## src/rtl/bbrd_pkg.sv

```systemverilog
// shared types and constants of the bus bridge record decoder
// no dependencies

package bbrd_pkg;

  localparam int MSI_QUEUE_DEPTH_DEF = 16;

  localparam logic [31:0] PROBE_MAGIC = 32'h4e6f11ff;
  localparam logic [31:0] PROBE_REPLY = 32'h4e6f1644;

  localparam logic [1:0] KIND_REPLY = 2'd0;
  localparam logic [1:0] KIND_WRITE = 2'd1;
  localparam logic [1:0] KIND_READ  = 2'd2;

  localparam logic [7:0] CFG_SDB_ADDRESS = 8'd0;
  localparam logic [7:0] CFG_MSI_FIRST   = 8'd1;
  localparam logic [7:0] CFG_MSI_LAST    = 8'd2;
  localparam logic [7:0] CFG_POLLED      = 8'd3;

  localparam logic [31:0] CSR_ERROR_HIST = 32'h00;
  localparam logic [31:0] CSR_SDB        = 32'h0c;
  localparam logic [31:0] CSR_MSI_CAP    = 32'h2c;
  localparam logic [31:0] CSR_MSI_FIRST  = 32'h34;
  localparam logic [31:0] CSR_MSI_LAST   = 32'h3c;
  localparam logic [31:0] CSR_MSI_ADDR   = 32'h40;
  localparam logic [31:0] CSR_MSI_DATA   = 32'h44;
  localparam logic [31:0] CSR_MSI_COUNT  = 32'h48;

  typedef struct packed {
    logic        func;
    logic [31:0] word;
    logic [31:0] msi_address;
    logic [31:0] msi_data;
  } bbrd_item_t;

  typedef struct packed {
    logic [1:0]  kind;
    logic [31:0] bus_address;
    logic [31:0] bus_data;
    logic [31:0] reply_word;
    logic        end_cycle;
    logic        error;
  } bbrd_result_t;

  typedef struct packed {
    logic        push;
    logic        pop;
    logic [63:0] entry;
  } bbrd_qctrl_t;

  typedef struct packed {
    logic        not_empty;
    logic        many;
    logic        full;
    logic [63:0] head_entry;
  } bbrd_qstat_t;

endpackage

```

## src/rtl/bus_bridge_record_decoder.sv

```systemverilog
// top level of the bus bridge record decoder: input and output beat registers
// depends on bbrd_pkg, bbrd_decoder, bbrd_msi_queue
//
//   channel  signals                          direction  beat
//   s        s_tvalid s_tready s_tdata s_tuser  in       stream word or msi event
//   m        m_tvalid m_tready m_tdata m_tuser  out      reply, bus write or bus read
//   cfg      cfg_valid cfg_ready cfg_index cfg_data in   register write
//
// one beat per cycle sustained while m_tready holds; an accepted beat is decoded while
// it sits in the input register and its result is registered in the output register
// msi queue head is prefetched from the ram, so a pop need not wait for a ram read
// reset is synchronous; no clearing pass, queue entries are only read once written
// a stalled output holds the decode stage and, once full, the input register

module bus_bridge_record_decoder #(
  parameter int MSI_QUEUE_DEPTH = bbrd_pkg::MSI_QUEUE_DEPTH_DEF
) (
  input  logic         clk,
  input  logic         rst,
  input  logic         s_tvalid,
  output logic         s_tready,
  input  logic [95:0]  s_tdata,   // word, msi_address, msi_data
  input  logic         s_tuser,   // func
  output logic         m_tvalid,
  input  logic         m_tready,
  output logic [103:0] m_tdata,   // bus_address, bus_data, reply_word, end_cycle, error, zeros
  output logic [1:0]   m_tuser,   // kind
  input  logic         cfg_valid,
  output logic         cfg_ready,
  input  logic [7:0]   cfg_index,
  input  logic [31:0]  cfg_data
);
  import bbrd_pkg::*;

  logic         in_valid;
  bbrd_item_t   in_item;
  logic         advance;
  logic         res_valid;
  bbrd_result_t res;
  bbrd_result_t out_res;
  bbrd_qctrl_t  qctrl;
  bbrd_qstat_t  qstat;

  assign advance   = in_valid && (!m_tvalid || m_tready);
  assign s_tready  = !in_valid || advance;
  assign cfg_ready = 1'b1;

  always_ff @(posedge clk) begin
    if (rst) begin
      in_valid <= 1'b0;
    end else if (s_tready) begin
      in_valid <= s_tvalid;
    end
  end

  always_ff @(posedge clk) begin
    if (s_tvalid && s_tready) begin
      in_item.func        <= s_tuser;
      in_item.word        <= s_tdata[31:0];
      in_item.msi_address <= s_tdata[63:32];
      in_item.msi_data    <= s_tdata[95:64];
    end
  end

  bbrd_decoder u_decoder (
    .clk      (clk),
    .rst      (rst),
    .cfg_valid(cfg_valid),
    .cfg_index(cfg_index),
    .cfg_data (cfg_data),
    .fire     (advance),
    .item     (in_item),
    .res_valid(res_valid),
    .res      (res),
    .qctrl    (qctrl),
    .qstat    (qstat)
  );

  bbrd_msi_queue #(
    .DEPTH(MSI_QUEUE_DEPTH)
  ) u_msi_queue (
    .clk (clk),
    .rst (rst),
    .ctrl(qctrl),
    .stat(qstat)
  );

  always_ff @(posedge clk) begin
    if (rst) begin
      m_tvalid <= 1'b0;
    end else if (advance) begin
      m_tvalid <= res_valid;
    end else if (m_tready) begin
      m_tvalid <= 1'b0;
    end
  end

  always_ff @(posedge clk) begin
    if (advance && res_valid) begin
      out_res <= res;
    end
  end

  assign m_tuser = out_res.kind;
  assign m_tdata = {6'd0, out_res.error, out_res.end_cycle, out_res.reply_word,
                    out_res.bus_data, out_res.bus_address};

  a_ready_when_empty: assert property (@(posedge clk) disable iff (rst)
    !in_valid |-> s_tready) else $error("input register empty but not ready");

endmodule

```

## src/rtl/bbrd_ram.sv

```systemverilog
// generic single write port ram with registered read
// no dependencies

module bbrd_ram #(
  parameter int WIDTH = 64,
  parameter int DEPTH = 16,
  parameter int ADDR_W = (DEPTH > 1) ? $clog2(DEPTH) : 1
) (
  input  logic              clk,
  input  logic              we,
  input  logic [ADDR_W-1:0] waddr,
  input  logic [WIDTH-1:0]  wdata,
  input  logic [ADDR_W-1:0] raddr,
  output logic [WIDTH-1:0]  rdata
);

  logic [WIDTH-1:0] mem [DEPTH];

  always_ff @(posedge clk) begin
    if (we) begin
      mem[waddr] <= wdata;
    end
    rdata <= mem[raddr];
  end

endmodule

```

## src/rtl/bbrd_msi_queue.sv

```systemverilog
// msi event queue: ring buffer over a ram, head entry prefetched
// depends on bbrd_pkg and bbrd_ram

module bbrd_msi_queue #(
  parameter int DEPTH = bbrd_pkg::MSI_QUEUE_DEPTH_DEF
) (
  input  logic                 clk,
  input  logic                 rst,
  input  bbrd_pkg::bbrd_qctrl_t ctrl,
  output bbrd_pkg::bbrd_qstat_t stat
);
  import bbrd_pkg::*;

  localparam int PTR_W  = (DEPTH > 1) ? $clog2(DEPTH) : 1;
  localparam int FILL_W = $clog2(DEPTH + 1);
  localparam int SUM_W  = FILL_W + 1;

  logic [PTR_W-1:0]  head, head_next;
  logic [FILL_W-1:0] fill;
  logic [SUM_W-1:0]  slot_sum;
  logic [PTR_W-1:0]  slot;
  logic [63:0]       ram_q;
  logic              bypass;
  logic [63:0]       bypass_data;

  assign slot_sum = SUM_W'(head) + SUM_W'(fill);
  assign slot = (slot_sum >= SUM_W'(DEPTH)) ? PTR_W'(slot_sum - SUM_W'(DEPTH))
                                            : PTR_W'(slot_sum);

  always_comb begin
    head_next = head;
    if (ctrl.pop) begin
      head_next = (head == PTR_W'(DEPTH - 1)) ? '0 : head + 1'b1;
    end
  end

  always_ff @(posedge clk) begin
    if (rst) begin
      head <= '0;
      fill <= '0;
    end else begin
      head <= head_next;
      if (ctrl.push && !ctrl.pop) begin
        fill <= fill + 1'b1;
      end else if (ctrl.pop && !ctrl.push) begin
        fill <= fill - 1'b1;
      end
    end
  end

  bbrd_ram #(
    .WIDTH(64),
    .DEPTH(DEPTH)
  ) u_ram (
    .clk  (clk),
    .we   (ctrl.push),
    .waddr(slot),
    .wdata(ctrl.entry),
    .raddr(head_next),
    .rdata(ram_q)
  );

  always_ff @(posedge clk) begin
    bypass      <= ctrl.push && (slot == head_next);
    bypass_data <= ctrl.entry;
  end

  assign stat.not_empty  = (fill != '0);
  assign stat.many       = (fill > FILL_W'(1));
  assign stat.full       = (fill == FILL_W'(DEPTH));
  assign stat.head_entry = bypass ? bypass_data : ram_q;

  a_fill_bound: assert property (@(posedge clk) disable iff (rst)
    fill <= FILL_W'(DEPTH)) else $error("msi queue fill beyond depth");
  a_no_push_full: assert property (@(posedge clk) disable iff (rst)
    !(ctrl.push && stat.full)) else $error("msi push into full queue");
  a_no_pop_empty: assert property (@(posedge clk) disable iff (rst)
    ctrl.pop |-> stat.not_empty && !ctrl.push) else $error("bad msi pop");

endmodule

```

## src/rtl/bbrd_decoder.sv

```systemverilog
// record decode state machine, config registers and config-space window
// depends on bbrd_pkg

module bbrd_decoder (
  input  logic                  clk,
  input  logic                  rst,
  input  logic                  cfg_valid,
  input  logic [7:0]            cfg_index,
  input  logic [31:0]           cfg_data,
  input  logic                  fire,
  input  bbrd_pkg::bbrd_item_t  item,
  output logic                  res_valid,
  output bbrd_pkg::bbrd_result_t res,
  output bbrd_pkg::bbrd_qctrl_t qctrl,
  input  bbrd_pkg::bbrd_qstat_t qstat
);
  import bbrd_pkg::*;

  localparam logic [2:0] MODE_IDLE      = 3'd0;
  localparam logic [2:0] MODE_PROBE_ID  = 3'd1;
  localparam logic [2:0] MODE_HEADER    = 3'd2;
  localparam logic [2:0] MODE_CFG_FIRST = 3'd3;
  localparam logic [2:0] MODE_CFG_REST  = 3'd4;
  localparam logic [2:0] MODE_BUS_FIRST = 3'd5;
  localparam logic [2:0] MODE_BUS_REST  = 3'd6;

  // flags: bca rca rff cyc wca wff from bit 5 down
  localparam int F_BCA = 5;
  localparam int F_RCA = 4;
  localparam int F_RFF = 3;
  localparam int F_CYC = 2;
  localparam int F_WCA = 1;
  localparam int F_WFF = 0;

  logic [31:0] sdb_address, msi_first, msi_last;
  logic        polled;

  logic [2:0]  mode, mode_next, mode_eff;
  logic [5:0]  flags, flags_next;
  logic [7:0]  writes_left, writes_left_next;
  logic [7:0]  reads_left, reads_left_next;
  logic [31:0] write_pointer, write_pointer_next;
  logic [31:0] pending_header, pending_header_next;
  logic [31:0] error_history, error_history_next;
  logic [31:0] held_address, held_address_next;
  logic [31:0] held_data, held_data_next;
  logic [1:0]  held_count, held_count_next;

  logic [31:0] w;
  logic        cyc;
  logic [5:0]  hdr_flags;
  logic [31:0] hdr_resp;
  logic        in_run;

  assign w   = item.word;
  assign cyc = flags[F_CYC];
  assign in_run = (mode >= MODE_CFG_FIRST) && (mode <= MODE_BUS_REST);
  assign mode_eff = (in_run && writes_left == 8'd0 && reads_left == 8'd0)
                    ? MODE_HEADER : mode;

  assign hdr_flags = {w[31], w[30], w[29], w[27], w[26], w[25]};
  assign hdr_resp  = {4'b0000, hdr_flags[F_CYC], hdr_flags[F_BCA], hdr_flags[F_RFF], 1'b0,
                      w[23:16], w[7:0], 8'h00};

  always_ff @(posedge clk) begin
    if (rst) begin
      sdb_address <= '0;
      msi_first   <= '0;
      msi_last    <= '0;
      polled      <= 1'b1;
    end else if (cfg_valid) begin
      unique case (cfg_index)
        CFG_SDB_ADDRESS: sdb_address <= cfg_data;
        CFG_MSI_FIRST:   msi_first   <= cfg_data;
        CFG_MSI_LAST:    msi_last    <= cfg_data;
        CFG_POLLED:      polled      <= cfg_data[0];
        default: ;
      endcase
    end
  end

  always_comb begin
    mode_next           = mode;
    flags_next          = flags;
    writes_left_next    = writes_left;
    reads_left_next     = reads_left;
    write_pointer_next  = write_pointer;
    pending_header_next = pending_header;
    error_history_next  = error_history;
    held_address_next   = held_address;
    held_data_next      = held_data;
    held_count_next     = held_count;
    res_valid           = 1'b0;
    res                 = '0;
    res.kind            = KIND_REPLY;
    qctrl.push          = 1'b0;
    qctrl.pop           = 1'b0;
    qctrl.entry         = {item.msi_address & (msi_last - msi_first), item.msi_data};

    if (fire && item.func) begin
      qctrl.push = polled && !qstat.full;
    end else if (fire) begin
      res_valid = 1'b1;
      res.end_cycle = cyc;
      unique case (mode_eff)
        MODE_PROBE_ID: begin
          mode_next = MODE_HEADER;
          res.reply_word = w;
          res.end_cycle = 1'b0;
        end
        MODE_HEADER: begin
          flags_next = hdr_flags;
          writes_left_next = w[15:8];
          reads_left_next = w[7:0];
          res.end_cycle = w[27];
          res.reply_word = hdr_resp;
          if (w[15:8] != 8'd0) begin
            pending_header_next = hdr_resp;
            res.reply_word = '0;
            mode_next = hdr_flags[F_WCA] ? MODE_CFG_FIRST : MODE_BUS_FIRST;
          end else if (w[7:0] != 8'd0) begin
            mode_next = hdr_flags[F_RCA] ? MODE_CFG_FIRST : MODE_BUS_FIRST;
          end else begin
            mode_next = MODE_HEADER;
          end
        end
        MODE_CFG_FIRST: begin
          mode_next = MODE_CFG_REST;
          res.reply_word = (writes_left != 8'd0) ? 32'd0 : w;
        end
        MODE_CFG_REST: begin
          if (writes_left != 8'd0) begin
            writes_left_next = writes_left - 8'd1;
            if (writes_left == 8'd1) begin
              mode_next = (reads_left == 8'd0) ? MODE_HEADER : MODE_CFG_FIRST;
              res.reply_word = pending_header;
            end
          end else begin
            reads_left_next = reads_left - 8'd1;
            if (reads_left == 8'd1) begin
              mode_next = MODE_HEADER;
            end
            unique case (w)
              CSR_ERROR_HIST: begin
                res.reply_word = error_history;
              end
              CSR_SDB:       res.reply_word = sdb_address;
              CSR_MSI_CAP:   res.reply_word = 32'd1;
              CSR_MSI_FIRST: res.reply_word = msi_first;
              CSR_MSI_LAST:  res.reply_word = msi_last;
              CSR_MSI_ADDR: begin
                if (qstat.not_empty && polled) begin
                  qctrl.pop = 1'b1;
                  held_address_next = qstat.head_entry[63:32];
                  held_data_next = qstat.head_entry[31:0];
                  held_count_next = qstat.many ? 2'd3 : 2'd1;
                  res.reply_word = qstat.head_entry[63:32];
                end else begin
                  held_count_next = 2'd0;
                  res.reply_word = held_address;
                end
              end
              CSR_MSI_DATA:  res.reply_word = held_data;
              CSR_MSI_COUNT: res.reply_word = {30'd0, held_count};
              default:       res.error = 1'b1;
            endcase
          end
        end
        MODE_BUS_FIRST: begin
          mode_next = MODE_BUS_REST;
          if (writes_left != 8'd0) begin
            write_pointer_next = w;
          end else begin
            res.reply_word = w;
          end
        end
        MODE_BUS_REST: begin
          if (writes_left != 8'd0) begin
            writes_left_next = writes_left - 8'd1;
            res.kind = KIND_WRITE;
            res.bus_address = write_pointer;
            res.bus_data = w;
            if (!flags[F_WFF]) begin
              write_pointer_next = write_pointer + 32'd4;
            end
            if (writes_left == 8'd1) begin
              res.reply_word = pending_header;
              if (reads_left == 8'd0) begin
                mode_next = MODE_HEADER;
              end else begin
                mode_next = flags[F_RCA] ? MODE_CFG_FIRST : MODE_BUS_FIRST;
              end
            end
          end else begin
            reads_left_next = reads_left - 8'd1;
            res.kind = KIND_READ;
            res.bus_address = w;
            if (reads_left == 8'd1) begin
              mode_next = MODE_HEADER;
            end
          end
        end
        default: begin
          res.end_cycle = 1'b0;
          mode_next = MODE_IDLE;
          if (w == PROBE_MAGIC) begin
            mode_next = MODE_PROBE_ID;
            res.reply_word = PROBE_REPLY;
          end else begin
            res_valid = 1'b0;
          end
        end
      endcase
      if (res_valid) begin
        if (mode_eff == MODE_CFG_REST && writes_left == 8'd0 && w == CSR_ERROR_HIST) begin
          error_history_next = '0;
        end else begin
          error_history_next = {error_history[30:0], res.error};
        end
      end
    end
  end

  always_ff @(posedge clk) begin
    if (rst) begin
      mode           <= MODE_IDLE;
      flags          <= '0;
      writes_left    <= '0;
      reads_left     <= '0;
      write_pointer  <= '0;
      pending_header <= '0;
      error_history  <= '0;
      held_address   <= '0;
      held_data      <= '0;
      held_count     <= '0;
    end else begin
      mode           <= mode_next;
      flags          <= flags_next;
      writes_left    <= writes_left_next;
      reads_left     <= reads_left_next;
      write_pointer  <= write_pointer_next;
      pending_header <= pending_header_next;
      error_history  <= error_history_next;
      held_address   <= held_address_next;
      held_data      <= held_data_next;
      held_count     <= held_count_next;
    end
  end

endmodule

```

## config.mk

```make
export PLATFORM = sky130hd
export DESIGN_NAME = bus_bridge_record_decoder
export DESIGN_NICKNAME = d
export VERILOG_FILES = /design/src/rtl/bbrd_pkg.sv /design/src/rtl/bus_bridge_record_decoder.sv /design/src/rtl/bbrd_ram.sv /design/src/rtl/bbrd_msi_queue.sv /design/src/rtl/bbrd_decoder.sv
export SDC_FILE = /design/constraint.sdc
export NUM_CORES = 2
export LEC_CHECK = 0
export BUFFER_PORTS_ARGS = -buffer_cell sky130_fd_sc_hd__buf_2
export CORE_ASPECT_RATIO = 1.2
export CORE_MARGIN = 3
export CORE_UTILIZATION = 30
export CTS_CLUSTER_SIZE = 16
export DETAILED_ROUTE_END_ITERATION = 12
export REMOVE_ABC_BUFFERS = 1
export SETUP_SLACK_MARGIN = 0.15
export SLEW_MARGIN = 20
export SYNTH_ARGS = -nofsm -noshare
export SYNTH_HDL_FRONTEND = slang
export SYNTH_SLANG_ARGS = --single-unit
```

## constraint.sdc

```tcl
create_clock -name clk -period 4.8 [get_ports clk]
set_input_delay 0 -clock clk [delete_from_list [all_inputs] [get_ports clk]]
set_output_delay 0 -clock clk [all_outputs]
set_load 0.01 [all_outputs]
```

## After elaboration in Yosys (flattened, before gate mapping)

Memories as Yosys holds them, arrays and structs flattened. A register that Yosys moved wholly into a read port is not among the register bits.
Index checks and enable logic that the tools add are counted.

- Bits of input ports: 142
- Memory bits (writable): 1,024
- Output and inout bits: 109
- Bits in registers: 543
- Logic and storage cells: 195
- Memories: 1

Memory list:

| name | depth | width | rd ports | clocked after memory_dff | wr ports | RTL line | source |
|---|---|---|---|---|---|---|---|
| u_msi_queue.u_ram.mem | 16 | 64 | 1 | 1 | 1 | bbrd_ram.sv:17 | `logic [WIDTH-1:0] mem [DEPTH];` |

- Reductions and logical operators: 54
- Muxes and demuxes: 63
- Bitwise logic cells: 5
- Add/subtract/negate cells: 9
- Magnitude comparators: 4
- Equal/unequal tests: 29

Operators with widths:

| kind | number |
|---|---|
| $pmux W32 S8 | 1 |
| $mux W32 | 7 |
| $pmux W32 S5 | 1 |
| $eq A32 B6 Y1 const B | 3 |
| $eq A32 B7 Y1 const B | 3 |
| $mux W28 | 3 |
| $mux W64 | 1 |
| $pmux W32 S2 | 1 |
| $mux W3 | 12 |
| $mux W34 | 1 |
| $add A32 B3 Y32 const B | 1 |
| $and A32 B32 Y32 | 1 |
| $eq A32 B31 Y1 const B | 1 |
| $eq A32 B4 Y1 const B | 1 |
| $logic_not A32 Y1 | 1 |
| $pmux W8 S2 | 2 |
| $sub A32 B32 Y32 | 1 |
| $mux W31 | 1 |
| $eq A8 B1 Y1 const B | 3 |
| $logic_not A8 Y1 | 3 |
| $reduce_bool A8 Y1 | 3 |
| $mux W1 | 22 |
| $pmux W3 S6 | 1 |
| $eq A8 B2 Y1 const B | 2 |
| 40 further kinds | 88 |

## Longest topological paths before layout

- Depth in word-level cells: 13
- Mapped depth: 14
- Gate-level depth less buffers: 12

## Modules after synthesis

From an unflattened synthesis, not the netlist that was laid out.

- Cell total of the unflattened synthesis: 4,287
- Area total of the unflattened synthesis: 64,430.5 um^2

By module, submodules not included:

| module | area an instance (um^2) | cells each | seq. area each (um^2) | instances |
|---|---|---|---|---|
| bbrd_ram | 39,581.7 | 1,647 | 32,030.7 | 1 |
| bbrd_decoder | 16,016.6 | 2,205 | 5,365.1 | 1 |
| bus_bridge_record_decoder | 6,078.3 | 217 | 5,955.7 | 1 |
| bbrd_msi_queue | 2,753.9 | 218 | 1,481.4 | 1 |

## Worst setup path before layout

Ideal clock, no wire load.

- Kind: register -> register
- Start point: register u_msi_queue.head[3]
- End point: memory u_msi_queue.u_ram.mem[10][0] (enable)
- Path buffers: 2
- Setup slack: 0.043 ns
- Setup time: 0.487 ns
- Cell stages (with the launch flop): 7
- Data arrival time: 4.270 ns
- Clock period less this slack: 4.757 ns
- Required time: 4.313 ns
- Cells stage by stage: dfxtp_1 -> clkbuf_1 -> clkbuf_1 -> xnor2_1 -> xnor2_1 -> or2_2 -> nor2_1

- Longest elaborated chain between the ends: 3
- Elaborated cells between the ends (all ways): 4
- Classes of those cells: add/sub (2); order compare (1); mux (1)

RTL lines:

| item | RTL line | source |
|---|---|---|
| start: declaration | bbrd_msi_queue.sv:18 | `logic [PTR_W-1:0] head, head_next;` |
| start signal: assignment | bbrd_msi_queue.sv:42 | `head <= head_next;` |
| $add A4 B5 Y6 * | bbrd_msi_queue.sv:26 | `assign slot_sum = SUM_W'(head) + SUM_W'(fill);` |
| $ge A6 B5 Y1 / $sub A4 B1 Y4 (equally long branches) | bbrd_msi_queue.sv:27 | `assign slot = (slot_sum >= SUM_W'(DEPTH)) ? PTR_W'(slot_sum - SUM_W'(DEPTH))` |
| $mux W4 * | bbrd_msi_queue.sv:27 |  |
| end: declaration | bbrd_ram.sv:17 |  |

Mark *: on every way between the ends. The rest lies on a longest branch, timed or not.

## Final worst setup path

- Start point: register in_item[84] (netlist name)
- End point: register u_msi_queue.u_ram.rdata[40] (read register of u_msi_queue.u_ram.mem)

- Longest elaborated chain between the ends: 7

RTL lines:

| item | RTL line | source |
|---|---|---|
| start: declaration | bus_bridge_record_decoder.sv:36 | `bbrd_item_t in_item;` |
| $eq A32 B7 Y1 | bbrd_decoder.sv:143 | `unique case (w)` |
| $mux W1 | bbrd_decoder.sv:143 |  |
| $mux W1 | bbrd_decoder.sv:132 | `if (writes_left != 8'd0) begin` |
| $mux W1 | bbrd_decoder.sv:105 | `unique case (mode_eff)` |
| $mux W1 | bbrd_decoder.sv:102 | `end else if (fire) begin` |
| $mux W1 | bbrd_decoder.sv:100 | `if (fire && item.func) begin` |
| $mux W4 | bbrd_msi_queue.sv:32 | `if (ctrl.pop) begin` |
| end: declaration | bbrd_ram.sv:14 | `output logic [WIDTH-1:0] rdata` |

Every way passes these cells.
A chain may end at the register's enable or synchronous reset.

==> impl_metrics.csv <==
group,metric,value,unit
timing,final.min_clock_period,4370,ps
setup_path,crit_chain,"nor4_1 > buf_4 > nand4_1 > buf_4 > nor4_2 > a21oi_1 > a21o_4 > buf_12 > buf_12 > buf_4 > mux2i_2 > o22ai_1 > or4_1",
pwr,ir_drop,0.373,mV
timing,setup_tns,0,ps
timing,rsz0062_at_grt,"false",
status,outcome,"completed",
setup_path,path_max_fanout,18,
global_route,overflow,0,
logic_synthesis,yosysTopAreaCell,"edfxtp_1",
final_layout,nets,5453,
setup_path,crit_top_cell,"buf_4",
min_path,min_from,"cfg_data[30]",
clock_network,h-tree-depth,4,
die,dieArea,0.221,mm²
timing,fmax,229,MHz
logic_synthesis,synth_area,0.0647,mm²
logic_synthesis,netlist_instances,4672,
clock_network,cts_sinks,1629,
setup_path,arrival,5050,ps
route,dr.pass1.iters,6,
die,die_w,430,µm
clock_network,ctsLongestPathBuffers,3,
setup_path,max_stage_delay,520,ps
setup_path,required,5480,ps
timing,finalClockSkew,54.7,ps
clock_network,cts_root_buf,"clkbuf_16",
die,ios,251,
clock_network,cts.reportedPaths.clkPinSlew,60,ps
clock_network,cts_tree,"built",
logic_synthesis,synth-seq-cells,1629,
place,globalplace.congestion,0.902,
timing,tightest_slew,1150,ps
final_layout,syn_to_final_growth,21.5,%
timing,max_slew_margin,23.2,%
final_layout,nFillCells,20200,
die,row_count,186,
global_route,grt_pass1_vias,41300,
setup_path,crit_slowest_cell,"edfxtp_1",
place,hpwl,124000,µm
logic_synthesis,synth-edff-count,1221,
min_path,hold_class,"in2reg",
die,initial_core_util,30.2,%
route,wire_per_inst,24.2,µm
route,vias,42400,
final_layout,instances_no_fill,8234,
logic_synthesis,yosys-top-cells-area,"edfxtp_1 57%, dfxtp_1 13%, mux2i_1 4.3%, nand2_1 3.6%, a21oi_1 2.3%",
place,place_inst,7676,
global_route,grt_pass1_wl,288000,µm
setup_path,worstSetupStartpoint,"in_item[84]$_DFFE_PP_",
route,drtIter0Drc,3994,
logic_synthesis,synth_cell_types,78,
route,ant_nets,0,
logic_synthesis,synth_ff_type,"edfxtp_1",
pwr,p_leak,0.0254,µW
timing,slew_violations,0,
logic_synthesis,yosys_warnings,0,
global_route,grt_use_total,17.5,%
final_layout,drive_gt1_share,17.9,%
logic_synthesis,async_flop_share,0,%
die,core,0.214,mm²
setup_path,crit_type,"reg2reg",
route,wirelength,200000,µm
global_route,antenna_found_initial,30,
clock_network,cts_buffers,158,
final_layout,post-route-util,36.7,%
place,place.port_buffers,243,
setup_path,r2r-start,"in_item[84]$_DFFE_PP_",
global_route,grt_max_degree,151,
setup_path,end_kind,"flop",
logic_synthesis,syn_avg_cell_area,13.8,µm²
logic_synthesis,ys_seq_area_share,69.3,%
setup_path,start_kind,"flop",
timing,hold_ws,88.0,ps
clock_network,clk_latency,810,ps
route,drc,0,
die,fp.dieH,515,µm
logic_synthesis,yosys.area.top_type_share,56.7,%
route,avgViaCountPerCell,5.15,
flow_run,drv_cap,0,
timing,fin_crit_sh,91.0,%
pwr,total_power,29000,µW
timing,finalHoldViolations,0,
timing,finalSetupViolations,0,
pwr,p_per_area,369,mW/mm²
final timing paths:
kind / to / slack [ps] / cells past startpoint
hold / removal: u_decoder.msi_first[30]$_SDFFE_PP0P_ / 90 / 4
setup reg to reg: u_msi_queue.u_ram.rdata[40]$_DFF_P_ / 430 / 13
setup / recovery: u_msi_queue.u_ram.rdata[40]$_DFF_P_ / 430 / 13
hold reg to reg: u_decoder.sdb_address[5]$_SDFFE_PP0P_ / 450 / 2
cell type report:
cell class | count | area (µm²) | share of cell area (%)
inverters | 58 | 220 | 0.280
clock buffers | 206 | 4220 | 5.36
repair buffers | 714 | 6040 | 7.68
well taps | 2820 | 3530 | 4.49
clock inverters | 92 | 1090 | 1.39
diodes | 13 | 32.5 | 0.0414
multi-input cells | 2702 | 18600 | 23.7
flip-flops and latches | 1629 | 44800 | 57.1
cell usage after synthesis (all sizes together) (7+ instances only):
library cell,number
a211oi,62
a21o,17
a21oi,301
a221oi,29
a22o,74
a22oi,130
a31oi,22
and2,57
and3,17
buf,92
clkbuf,196
dfxtp,408
edfxtp,1221
ha,46
inv,57
mux2,134
mux2i,278
mux4,64
nand2,617
nand2b,18
nand3,62
nand4,22
nor2,224
nor2b,12
nor3,31
nor4,19
o21ai,123
o22ai,66
o2bb2ai,65
o31ai,12
or2,7
or4,76
xnor2,19
xor2,15
metal layers:
metal	vias to the layer above	wire (µm)	GRT usage, %
met4	4	8110	6.81
met3	381	13200	2.56
li1	18900	-	-
met5	-	27	0
met2	1723	97600	30.1
met1	21400	80700	22.2
flip-flops by register name, summed over array words and instances, names as in the netlist, 19 cells and up:
name / cells
u_msi_queue.u_ram.mem: 1024
m_tdata: 98
in_item: 97
u_msi_queue.bypass_data: 64
u_msi_queue.u_ram.rdata: 64
u_decoder.error_history: 32
u_decoder.held_address: 32
u_decoder.held_data: 32
u_decoder.msi_first: 32
u_decoder.msi_last: 32
u_decoder.sdb_address: 32
u_decoder.write_pointer: 32
u_decoder.pending_header: 19
report_power, final:
group	switching [µW]	internal, µW
combinational	522	329
sequential	186	15300
clock	5590	7120
total	6300	22700
placed cells by master, fill, tap and decap left out, drive strengths merged, types with 12 or more instances in the layout:
cell type    count
or4             76
o2bb2ai         65
and2            57
mux4            64
mux2i          278
o22ai           66
xnor2           19
xor2            15
a21o            17
a221oi          29
a22oi          130
and3            17
nor4            19
o21ai          123
nand2          617
buf            469
clkinv          60
nor3            31
clkbuf         206
ha              46
inv             67
mux2           134
nand2b          18
a211oi          62
dlygate4sd3    245
nand3           62
o31ai           12
a22o            74
a21oi          301
diode           13
a31oi           22
edfxtp        1221
nor2           224
nor2b           12
nand4           22
bufinv          15
dfxtp          408
what timing repair did:
item | in CTS | in global routing
setup buffers | 0 | 2
resized for setup | 1 | 1
endpoints found under the hold margin | 344 | 0
hold buffers | 245 | 0
pin swaps | 0 | 1
endpoints found under the setup margin | 1 | 62
cell families (layout without fill, tap and decap cells):
kind of cell	Yosys count	after routing	synth area share, %
DFF	1629	1629	69.3
and+or+nand+nor	1187	1187	8.32
AOI/OAI and AO/OA	949	949	9.67
muxes	476	476	8.86
buffers and inverters	346	1070	2.40
adders and majority gates	49	49	0.967
xor gates and xnor gates	34	34	0.460
other	2	20	0.0116
metrics by stage:
stage / setup WS [ps] / instance area, µm²
after floorplan: -11000 / 63400
after global placement: 153 / 70700
after detailed placement: 92.3 / 70700
after CTS: 164 / 78500
after global routing: 211 / 78600
final: 432 / 78600
critical path: cells and delay by family, from the launching register on:
kind	cells	cell delay (ps)
simple gates	4	1650
buf+inv	5	1020
compound gates	3	640
flops	1	520
mux	1	400
(Power assumes the default switching activity.)
